**config.mk**
```make
export PLATFORM = sky130hd
export DESIGN_NAME = best_fit_block_allocator
export DESIGN_NICKNAME = d
export VERILOG_FILES = /design/src/sv/bfa_pkg.sv /design/src/sv/bfa_table_mem.sv /design/src/sv/best_fit_block_allocator.sv
export SDC_FILE = /design/constraint.sdc
export NUM_CORES = 2
export LEC_CHECK = 0
export BUFFER_PORTS_ARGS = -buffer_cell sky130_fd_sc_hd__buf_2
export CAP_MARGIN = 10
export CORE_ASPECT_RATIO = 1.5
export CORE_MARGIN = 2
export CORE_UTILIZATION = 56
export CTS_BUF_LIST = sky130_fd_sc_hd__clkbuf_4 sky130_fd_sc_hd__clkbuf_8
export DETAILED_ROUTE_END_ITERATION = 10
export GPL_ROUTABILITY_DRIVEN = 0
export PLACE_DENSITY = 0.7
export SYNTH_ARGS = -nofsm -noshare
export SYNTH_HDL_FRONTEND = slang
export SYNTH_SLANG_ARGS = --single-unit
```
**constraint.sdc**
```tcl
create_clock -name clk -period 9.2 [get_ports clk]
set_clock_uncertainty 0.2 [all_clocks]
set_input_delay 0.46 -clock clk [delete_from_list [all_inputs] [get_ports clk]]
set_output_delay 0.46 -clock clk [all_outputs]
set_load 0.005 [all_outputs]
```
**src/sv/bfa_pkg.sv**
```systemverilog
`default_nettype none
package bfa_pkg;

	// External field widths
	localparam int SIZE_W   = 21;
	localparam int OFF_W    = 20;
	localparam int STATUS_W = 3;

	// Reset value of the region size register
	localparam logic [SIZE_W-1:0] REGION_RESET = 21'd65536;

	// Request codes
	localparam logic ACT_ALLOC = 1'b0;
	localparam logic ACT_FREE  = 1'b1;

	// Completion codes
	localparam logic [STATUS_W-1:0] ST_OK       = 3'd0;
	localparam logic [STATUS_W-1:0] ST_BAD_SIZE = 3'd1;
	localparam logic [STATUS_W-1:0] ST_NO_FIT   = 3'd2;
	localparam logic [STATUS_W-1:0] ST_BAD_ADDR = 3'd3;
	localparam logic [STATUS_W-1:0] ST_NOT_BUSY = 3'd4;

endpackage
`default_nettype wire

```
**src/sv/bfa_table_mem.sv**
```systemverilog
`default_nettype none
module bfa_table_mem #(
	parameter int DEPTH = 64,
	parameter int AW    = 6,
	parameter int DW    = 41
) (
	input  wire logic          clk,
	input  wire logic          wr_en,
	input  wire logic [AW-1:0] wr_addr,
	input  wire logic [DW-1:0] wr_data,
	input  wire logic          rd_en,
	input  wire logic [AW-1:0] rd_addr,
	output logic      [DW-1:0] rd_data
);

	logic [DW-1:0] mem [DEPTH];

	// One write port, one registered read port
	always_ff @(posedge clk) begin
		if (wr_en) begin
			mem[wr_addr] <= wr_data;
		end
		if (rd_en) begin
			rd_data <= mem[rd_addr];
		end
	end

endmodule
`default_nettype wire

```
**src/sv/best_fit_block_allocator.sv**
```systemverilog
// Sequence: a request rejected up front completes from idle; otherwise an empty table is
//   first set up, the table is scanned, then a failed lookup ends, or on success entries
//   are moved one by one and the write-back states S_WR1 and S_WR2 follow.
// Transactions: one at a time, limited by the single read and single write port of the
//   block table. Reset: asynchronous, the table is empty (the first allocation writes
//   one free block over the region) and region_size is 65536; results are strobed for
//   one cycle and cannot be stalled.
`default_nettype none
module best_fit_block_allocator #(
	parameter int MAX_BLOCKS   = 64,
	parameter int HEADER_BYTES = 8,
	parameter int OFFSET_BITS  = 20
) (
	input  wire logic                          clk,
	input  wire logic                          arst_n,
	input  wire logic                          cfg_valid,
	output logic                               cfg_ready,
	input  wire logic [bfa_pkg::SIZE_W-1:0]    cfg_data,
	input  wire logic                          start,
	output logic                               busy,
	input  wire logic                          action,
	input  wire logic [bfa_pkg::SIZE_W-1:0]    request_size,
	input  wire logic [bfa_pkg::OFF_W-1:0]     payload_offset,
	output logic                               done,
	output logic      [bfa_pkg::STATUS_W-1:0]  status,
	output logic      [bfa_pkg::OFF_W-1:0]     granted_offset
);

	localparam int OB   = OFFSET_BITS;
	localparam int IW   = $clog2(MAX_BLOCKS);
	localparam int CNTW = $clog2(MAX_BLOCKS + 1);
	localparam int DW   = 2 * OB + 1;
	localparam int CW   = ((OB > bfa_pkg::SIZE_W) ? OB : bfa_pkg::SIZE_W) + 2;
	localparam int OFFW = bfa_pkg::OFF_W;

	localparam logic [CW-1:0]   H_C   = CW'(HEADER_BYTES);
	localparam logic [CW-1:0]   LIM_C = CW'(1) << OB;
	localparam logic [CNTW-1:0] MAX_C = CNTW'(MAX_BLOCKS);

	typedef enum logic [8:0] {
		S_IDLE   = 9'b000000001,
		S_MAT    = 9'b000000010,
		S_SCAN   = 9'b000000100,
		S_DECIDE = 9'b000001000,
		S_SH_RD  = 9'b000010000,
		S_SH_WR  = 9'b000100000,
		S_WR1    = 9'b001000000,
		S_WR2    = 9'b010000000,
		S_SPARE  = 9'b100000000
	} state_t;

	state_t state_q;

	logic [bfa_pkg::SIZE_W-1:0] region_q;
	logic [CNTW-1:0]            count_q;
	logic [CNTW-1:0]            new_count_q;
	logic                       action_q;
	logic [CW-1:0]              rounded_q;
	logic [CW-1:0]              need_q;
	logic [CW-1:0]              target_q;

	// Scan
	logic [CNTW-1:0] issue_q;
	logic            pend_s1;
	logic [CNTW-1:0] idx_s1;
	logic            found_q;
	logic [CNTW-1:0] best_idx_q;
	logic [OB-1:0]   best_size_q;
	logic [OB-1:0]   best_start_q;
	logic            best_busy_q;
	logic [DW-1:0]   last_q;
	logic [DW-1:0]   prev_q;
	logic [DW-1:0]   next_q;
	logic            next_v_q;

	// Shift and write-back
	logic [CNTW-1:0] sh_dst_q;
	logic [CNTW-1:0] sh_lim_q;
	logic            sh_up_q;
	logic [1:0]      sh_n_q;
	logic            w1_v_q;
	logic [IW-1:0]   w1_a_q;
	logic [DW-1:0]   w1_d_q;
	logic            w2_v_q;
	logic [IW-1:0]   w2_a_q;
	logic [DW-1:0]   w2_d_q;

	logic                          done_q;
	logic [bfa_pkg::STATUS_W-1:0]  status_q;
	logic [OFFW-1:0]               granted_q;

	// Memory ports
	logic          mem_we;
	logic [IW-1:0] mem_wa;
	logic [DW-1:0] mem_wd;
	logic          mem_re;
	logic [IW-1:0] mem_ra;
	logic [DW-1:0] mem_rd;

	bfa_table_mem #(
		.DEPTH(MAX_BLOCKS),
		.AW   (IW),
		.DW   (DW)
	) u_table (
		.clk    (clk),
		.wr_en  (mem_we),
		.wr_addr(mem_wa),
		.wr_data(mem_wd),
		.rd_en  (mem_re),
		.rd_addr(mem_ra),
		.rd_data(mem_rd)
	);

	// Entry fields of the returned read
	logic          rd_busy;
	logic [OB-1:0] rd_size;
	logic [OB-1:0] rd_start;
	assign rd_busy  = mem_rd[DW-1];
	assign rd_size  = mem_rd[2*OB-1:OB];
	assign rd_start = mem_rd[OB-1:0];

	// Initial free block payload
	logic [CW-1:0] reg_clamp;
	logic [OB-1:0] init_payload;
	always_comb begin
		reg_clamp = CW'(region_q);
		if (reg_clamp > LIM_C) begin
			reg_clamp = LIM_C;
		end
		if (reg_clamp < H_C) begin
			init_payload = '0;
		end else begin
			init_payload = OB'(reg_clamp - H_C);
		end
	end

	// Request decode
	logic [CW-1:0] req_round;
	logic [CW-1:0] off_ext;
	assign req_round = (CW'(request_size) + CW'(3)) & ~CW'(3);
	assign off_ext   = CW'(payload_offset);

	// Shift loop control
	logic          sh_go;
	logic [CNTW-1:0] sh_src;
	always_comb begin
		if (sh_up_q) begin
			sh_go  = sh_dst_q > sh_lim_q;
			sh_src = sh_dst_q - CNTW'(1);
		end else begin
			sh_go  = (sh_n_q != 2'd0) && ((sh_dst_q + CNTW'(sh_n_q)) < count_q);
			sh_src = sh_dst_q + CNTW'(sh_n_q);
		end
	end

	// Memory access selection
	always_comb begin
		mem_we = 1'b0;
		mem_wa = '0;
		mem_wd = '0;
		mem_re = 1'b0;
		mem_ra = '0;
		case (state_q)
			S_MAT: begin
				mem_we = 1'b1;
				mem_wd = {1'b0, init_payload, OB'(0)};
			end
			S_SCAN: begin
				mem_re = issue_q < count_q;
				mem_ra = issue_q[IW-1:0];
			end
			S_SH_RD: begin
				mem_re = sh_go;
				mem_ra = sh_src[IW-1:0];
			end
			S_SH_WR: begin
				mem_we = 1'b1;
				mem_wa = sh_dst_q[IW-1:0];
				mem_wd = mem_rd;
			end
			S_WR1: begin
				mem_we = w1_v_q;
				mem_wa = w1_a_q;
				mem_wd = w1_d_q;
			end
			S_WR2: begin
				mem_we = w2_v_q;
				mem_wa = w2_a_q;
				mem_wd = w2_d_q;
			end
			default: begin
				mem_we = 1'b0;
			end
		endcase
	end

	// Decision values
	logic          split;
	logic [OB-1:0] nstart;
	logic [OB-1:0] nsize;
	logic          right_m;
	logic          left_m;
	logic [OB-1:0] merged;
	logic [OB-1:0] left_sz;
	always_comb begin
		split   = ((CW'(best_size_q) - rounded_q) > H_C) && (count_q < MAX_C);
		nstart  = OB'(CW'(best_start_q) + need_q);
		nsize   = OB'(CW'(best_size_q) - need_q);
		right_m = next_v_q && !next_q[DW-1];
		left_m  = (best_idx_q != '0) && !prev_q[DW-1];
		merged  = right_m ? OB'(CW'(best_size_q) + H_C + CW'(next_q[2*OB-1:OB]))
		                  : best_size_q;
		left_sz = OB'(CW'(prev_q[2*OB-1:OB]) + H_C + CW'(merged));
	end

	assign cfg_ready      = 1'b1;
	assign busy           = (state_q != S_IDLE);
	assign done           = done_q;
	assign status         = status_q;
	assign granted_offset = granted_q;

	// Sequencer
	always_ff @(posedge clk or negedge arst_n) begin
		if (!arst_n) begin
			state_q   <= S_IDLE;
			region_q  <= bfa_pkg::REGION_RESET;
			count_q   <= '0;
			done_q    <= 1'b0;
			status_q  <= bfa_pkg::ST_OK;
			granted_q <= '0;
			pend_s1   <= 1'b0;
			found_q   <= 1'b0;
			next_v_q  <= 1'b0;
			issue_q   <= '0;
		end else begin
			done_q <= 1'b0;
			if (cfg_valid && cfg_ready) begin
				region_q <= cfg_data;
			end
			case (state_q)
				S_IDLE: begin
					if (start) begin
						action_q  <= action;
						rounded_q <= req_round;
						need_q    <= req_round + H_C;
						target_q  <= off_ext - H_C;
						issue_q   <= '0;
						pend_s1   <= 1'b0;
						found_q   <= 1'b0;
						next_v_q  <= 1'b0;
						granted_q <= '0;
						if (action == bfa_pkg::ACT_ALLOC) begin
							if (request_size == '0) begin
								status_q <= bfa_pkg::ST_BAD_SIZE;
								done_q   <= 1'b1;
							end else if (count_q == '0) begin
								state_q <= S_MAT;
							end else begin
								state_q <= S_SCAN;
							end
						end else begin
							if (off_ext < H_C) begin
								status_q <= bfa_pkg::ST_BAD_ADDR;
								done_q   <= 1'b1;
							end else if (count_q == '0) begin
								status_q <= (off_ext == H_C) ? bfa_pkg::ST_NOT_BUSY
								                             : bfa_pkg::ST_BAD_ADDR;
								done_q   <= 1'b1;
							end else begin
								state_q <= S_SCAN;
							end
						end
					end
				end
				S_MAT: begin
					count_q <= CNTW'(1);
					state_q <= S_SCAN;
				end
				S_SCAN: begin
					pend_s1 <= mem_re;
					idx_s1  <= issue_q;
					if (mem_re) begin
						issue_q <= issue_q + CNTW'(1);
					end
					if (pend_s1) begin
						last_q <= mem_rd;
						if (action_q == bfa_pkg::ACT_ALLOC) begin
							if (!rd_busy && (CW'(rd_size) >= need_q) &&
							    (!found_q || (rd_size < best_size_q))) begin
								found_q      <= 1'b1;
								best_idx_q   <= idx_s1;
								best_size_q  <= rd_size;
								best_start_q <= rd_start;
							end
						end else begin
							if (!found_q && (CW'(rd_start) == target_q)) begin
								found_q      <= 1'b1;
								best_idx_q   <= idx_s1;
								best_size_q  <= rd_size;
								best_start_q <= rd_start;
								best_busy_q  <= rd_busy;
								prev_q       <= last_q;
							end
							if (found_q && (idx_s1 == best_idx_q + CNTW'(1))) begin
								next_q   <= mem_rd;
								next_v_q <= 1'b1;
							end
						end
					end
					if (!mem_re && !pend_s1) begin
						state_q <= S_DECIDE;
					end
				end
				S_DECIDE: begin
					w2_v_q <= 1'b0;
					if (action_q == bfa_pkg::ACT_ALLOC) begin
						if (!found_q) begin
							status_q <= bfa_pkg::ST_NO_FIT;
							done_q   <= 1'b1;
							state_q  <= S_IDLE;
						end else begin
							status_q  <= bfa_pkg::ST_OK;
							granted_q <= OFFW'(CW'(best_start_q) + H_C);
							w1_v_q    <= 1'b1;
							w1_a_q    <= best_idx_q[IW-1:0];
							sh_up_q   <= 1'b1;
							sh_n_q    <= 2'd1;
							sh_dst_q  <= count_q;
							state_q   <= S_SH_RD;
							if (split) begin
								w1_d_q      <= {1'b1, OB'(rounded_q), best_start_q};
								w2_v_q      <= 1'b1;
								w2_a_q      <= IW'(best_idx_q + CNTW'(1));
								w2_d_q      <= {1'b0, nsize, nstart};
								sh_lim_q    <= best_idx_q + CNTW'(1);
								new_count_q <= count_q + CNTW'(1);
							end else begin
								w1_d_q      <= {1'b1, best_size_q, best_start_q};
								sh_lim_q    <= count_q;
								new_count_q <= count_q;
							end
						end
					end else begin
						if (!found_q) begin
							status_q <= bfa_pkg::ST_BAD_ADDR;
							done_q   <= 1'b1;
							state_q  <= S_IDLE;
						end else if (!best_busy_q) begin
							status_q <= bfa_pkg::ST_NOT_BUSY;
							done_q   <= 1'b1;
							state_q  <= S_IDLE;
						end else begin
							status_q <= bfa_pkg::ST_OK;
							w1_v_q   <= 1'b1;
							sh_up_q  <= 1'b0;
							sh_lim_q <= count_q;
							state_q  <= S_SH_RD;
							if (left_m) begin
								w1_a_q      <= IW'(best_idx_q - CNTW'(1));
								w1_d_q      <= {1'b0, left_sz, prev_q[OB-1:0]};
								sh_dst_q    <= best_idx_q;
								sh_n_q      <= right_m ? 2'd2 : 2'd1;
								new_count_q <= count_q - (right_m ? CNTW'(2) : CNTW'(1));
							end else begin
								w1_a_q      <= best_idx_q[IW-1:0];
								w1_d_q      <= {1'b0, merged, best_start_q};
								sh_dst_q    <= best_idx_q + CNTW'(1);
								sh_n_q      <= right_m ? 2'd1 : 2'd0;
								new_count_q <= count_q - (right_m ? CNTW'(1) : CNTW'(0));
							end
						end
					end
				end
				S_SH_RD: begin
					state_q <= sh_go ? S_SH_WR : S_WR1;
				end
				S_SH_WR: begin
					sh_dst_q <= sh_up_q ? sh_dst_q - CNTW'(1) : sh_dst_q + CNTW'(1);
					state_q  <= S_SH_RD;
				end
				S_WR1: begin
					state_q <= S_WR2;
				end
				S_WR2: begin
					count_q <= new_count_q;
					done_q  <= 1'b1;
					state_q <= S_IDLE;
				end
				default: begin
					state_q <= S_IDLE;
				end
			endcase
		end
	end

	// Checks
	a_done_after_accept: assert property (@(posedge clk) disable iff (!arst_n)
		done_q |-> ($past(state_q) != S_IDLE) || $past(start))
		else $error("result strobe without a request in progress");

	a_count_bound: assert property (@(posedge clk) disable iff (!arst_n)
		count_q <= MAX_C)
		else $error("block count beyond table depth");

	a_grant_only_ok: assert property (@(posedge clk) disable iff (!arst_n)
		(done_q && (status_q != bfa_pkg::ST_OK)) |-> (granted_q == '0))
		else $error("offset granted on a failed request");

	a_no_rw_overlap: assert property (@(posedge clk) disable iff (!arst_n)
		!(mem_we && mem_re))
		else $error("table read and write in the same cycle");

endmodule
`default_nettype wire
```
==> insert_results.sql <==
INSERT INTO impl_metrics (metric_group, metric, value, unit) VALUES
('run_status', 'result_of_the_run', 'finished, final reports clean', ''),
('clock_tree', 'tritoncts.num_buffers', '428', ''),
('clock_tree', 'cts_hold_repair.buffers', '143', ''),
('clock_tree', 'post_cts_resized', '0', ''),
('finish', 'finalInstanceArea', '143000', 'um2'),
('die', 'die_width', '396', 'um'),
('die', 'start_util', '0.561', ''),
('die', 'io_pins', '93', ''),
('timing', 'slew-limit-headroom', '0.175', ''),
('power_and_ir_drop', 'p_per_area', '194', 'nW/um2'),
('timing', 'max_freq', '171', 'MHz'),
('yosys', 'largest_area_contributor_in_the_synthesized_netlist', 'sky130_fd_sc_hd__edfxtp_1', ''),
('timing', 'layout_worst_path_cycle_share', '0.636', ''),
('drt', 'routedWlPerCell', '26.8', 'um'),
('timing', 'worst-slew-pin-transition', '1.24', 'ns'),
('place', 'post-dp-hpwl', '204', 'mm'),
('setup_path', 'crit-reg2reg-capture', 'w1_d_q[39]', ''),
('timing', 'final.setup.tns', '0', 'ns'),
('setup_path', 'criticalPathCategory', 'flip-flop to flip-flop', ''),
('clock_tree', 'maximum_number_of_buffers_from_clock_root_to_sink', '4', ''),
('place', 'count_of_buffers_from_port_buffering', '91', ''),
('die', 'design.core.area', '230000', 'um2'),
('yosys', 'ys_seq_elements', '3072', ''),
('drt', 'finalWirelength', '369', 'mm'),
('clock_tree', 'clock_tree.htree_level_count', '5', ''),
('clock_tree', 'post-cts-setup-buffer-count', '0', ''),
('setup_path', 'crit_path_end_kind', 'flip-flop', ''),
('clock_tree', 'cts.sinks', '3072', ''),
('flow_run', 'max_cap_viol_count', '0', ''),
('setup_path', 'cpPeakStageDelay', '0.50', 'ns'),
('place', 'dpl_cell_area', '134000', 'um2'),
('drt', 'post-route-drc-count', '0', ''),
('yosys', 'synth_common_cells', 'sky130_fd_sc_hd__edfxtp_1, sky130_fd_sc_hd__nand2_1, sky130_fd_sc_hd__nand3_1', ''),
('global_route', 'antenna_found_initial', '13', ''),
('finish', 'final_layout_size_suffix_gt1_frac', '0.102', ''),
('place', 'post-place-cells', '12849', ''),
('clock_tree', 'tritoncts', 'done', ''),
('setup_path', 'worstRegToRegCells', '22', ''),
('finish', 'design.final.nets', '10646', ''),
('min_path', 'hold_depth', '2', ''),
('global_route', 'vias_in_the_first_global_route', '84856', ''),
('setup_path', 'worstPathBufferInverterCount', '0', ''),
('yosys', 'syn-mean-instance-area', '12.7', 'um2'),
('setup_path', 'critPathArrivalTime', '6.38', 'ns'),
('timing', 'grt_setup_unrepaired', 'no', ''),
('yosys', 'synthesis.area', '129000', 'um2'),
('finish', 'multi_input_logic_area', '35200', 'um2'),
('timing', 'final-hold-violation-count', '0', ''),
('yosys', 'synth_nets', '10438', ''),
('setup_path', 'critical_path.max_fanout', '5', ''),
('min_path', 'hold_start', 'payload_offset[2]', ''),
('power_and_ir_drop', 'power.static_leakage', '49.5', 'nW'),
('setup_path', 'crit_slowest_cell', 'sky130_fd_sc_hd__fa_1', ''),
('timing', 'postLayoutSetupSlackWorst', '3.35', 'ns'),
('global_route', 'grt_overflow', '0', ''),
('yosys', 'synth-edff-count', '3002', ''),
('die', 'chipHeight', '592', 'um'),
('timing', 'setup_viol', '0', ''),
('yosys', 'syn-instance-count', '10166', ''),
('yosys', 'synth_area_leaders', 'sky130_fd_sc_hd__edfxtp_1, sky130_fd_sc_hd__nand2_1, sky130_fd_sc_hd__a311oi_1', ''),
('finish', 'fillers', '16980', ''),
('yosys', 'synth_most_common_cell', 'sky130_fd_sc_hd__edfxtp_1', ''),
('yosys', 'ys.warnings.count', '0', ''),
('power_and_ir_drop', 'max-vdd-ir-drop', '0.116', 'mV'),
('yosys', 'postSynth.asyncResetShare', '0.0228', ''),
('finish', 'layout_overhead_on_the_synthesized_area', '10.9', '%'),
('drt', 'ant_nets', '0', ''),
('drt', 'via_count', '87611', ''),
('timing', 'finalMaxSlewViolations', '0', ''),
('clock_tree', 'root_buffer', 'sky130_fd_sc_hd__clkbuf_8', ''),
('min_path', 'worstHoldEndpoint', 'target_q[2]', '');
metal layers:
| layer | part of all wire | vias to the layer above | GRT usage |
|---|---|---|---|
| met4 | 0.066 | 6 | 0.186 |
| met5 | 0.00011 | - | 0 |
| met1 | 0.36 | 43332 | 0.378 |
| met2 | 0.49 | 4959 | 0.511 |
| li1 | - | 38157 | - |
| met3 | 0.091 | 1157 | 0.0538 |
cell families (layout without fill, tap and decap cells):
family          after synthesis  after routing  share of synthesized area
other cells                   2             12                  0.0000581
xor+xnor                    194            194                     0.0131
simple gates               4392           4392                      0.146
mux                          42             42                    0.00352
flops                      3072           3072                      0.711
compound gates             1487           1487                     0.0821
buf+inv                     772           1308                     0.0236
fa+ha+maj                   205            205                     0.0202
sequential cells by signal, summed over array words and instances (netlist names), 6 cells and up:
register	flops
rounded_q	20
next_q	21
issue_q	7
best_size_q	20
w1_d_q	40
best_idx_q	7
new_count_q	7
last_q	41
best_start_q	20
prev_q	41
sh_dst_q	7
state_q	8
u_table.mem	2624
w2_d_q	40
sh_lim_q	7
region_q	21
target_q	21
idx_s1	7
count_q	7
granted_offset	20
w2_a_q	6
need_q	20
w1_a_q	6
u_table.rd_data	41
stage by stage:
| stage | hold WS (ns) | power (mW) |
|---|---|---|
| after floorplan | -0.0356 | 16.8 |
| after global placement | 0.183 | 17.4 |
| after detailed placement | 0.185 | 17.5 |
| after CTS | 0.000327 | 27.8 |
| after global routing | 0.0663 | 28.5 |
| final | 0.0819 | 27.7 |
final cells by class:
class	instances	area share
antenna	10	0.000175
clock buffer	557	0.0482
timing repair buffer	426	0.0257
tap	3052	0.0266
inverter	124	0.00325
clock inverter	201	0.00939
multi-input combinational	6322	0.245
sequential	3072	0.641
where the power goes:
group / leakage [nW] / switching, mW / internal [mW]
registers: 27.2 / 0.188 / 15.4
clock network: 4.36 / 5.05 / 5.36
logic: 17.9 / 1.16 / 0.569
worst max path at each step:
stage	endpoint	cells past startpoint	from
2_1_floorplan	best_idx_q[0]	8	state_q[1]
3_3_place_gp	w1_d_q[39]	22	best_size_q[1]
3_5_place_dp	w1_d_q[39]	22	best_size_q[1]
4_1_cts	w1_d_q[39]	22	best_size_q[1]
5_1_grt	w1_d_q[39]	22	best_size_q[1]
6_report	w1_d_q[39]	22	best_size_q[1]
layout by cell type (no fill, tap or decap), types with 19 or more instances in the layout:
cell type                       count
sky130_fd_sc_hd__edfxtp_1        3002
sky130_fd_sc_hd__nand2_1         2887
sky130_fd_sc_hd__nand3_1          712
sky130_fd_sc_hd__a311oi_1         493
sky130_fd_sc_hd__clkbuf_8         435
sky130_fd_sc_hd__and3_1           352
sky130_fd_sc_hd__a21oi_1          293
sky130_fd_sc_hd__ha_1             198
sky130_fd_sc_hd__a31oi_1          180
sky130_fd_sc_hd__buf_4            165
sky130_fd_sc_hd__a211oi_1         143
sky130_fd_sc_hd__dlygate4sd3_1    143
sky130_fd_sc_hd__inv_1            122
sky130_fd_sc_hd__clkbuf_4         122
sky130_fd_sc_hd__clkinv_1         121
sky130_fd_sc_hd__o21ai_0          115
sky130_fd_sc_hd__nor2_1           112
sky130_fd_sc_hd__xnor2_1          110
sky130_fd_sc_hd__buf_2             90
sky130_fd_sc_hd__xor2_1            84
sky130_fd_sc_hd__dfrtp_1           68
sky130_fd_sc_hd__nor2_4            67
sky130_fd_sc_hd__clkinv_2          50
sky130_fd_sc_hd__nor3_1            46
sky130_fd_sc_hd__a21o_1            41
sky130_fd_sc_hd__nor2b_1           36
sky130_fd_sc_hd__nand2b_1          32
sky130_fd_sc_hd__a22oi_1           28
sky130_fd_sc_hd__mux2_2            28
sky130_fd_sc_hd__buf_12            28
sky130_fd_sc_hd__o21a_1            24
sky130_fd_sc_hd__a22o_1            23
sky130_fd_sc_hd__nor4_1            22
sky130_fd_sc_hd__and2_1            20
sky130_fd_sc_hd__o31ai_1           20
sky130_fd_sc_hd__o21ai_4           19
sky130_fd_sc_hd__o211ai_1          19
Power figures use the tool's default switching activity.
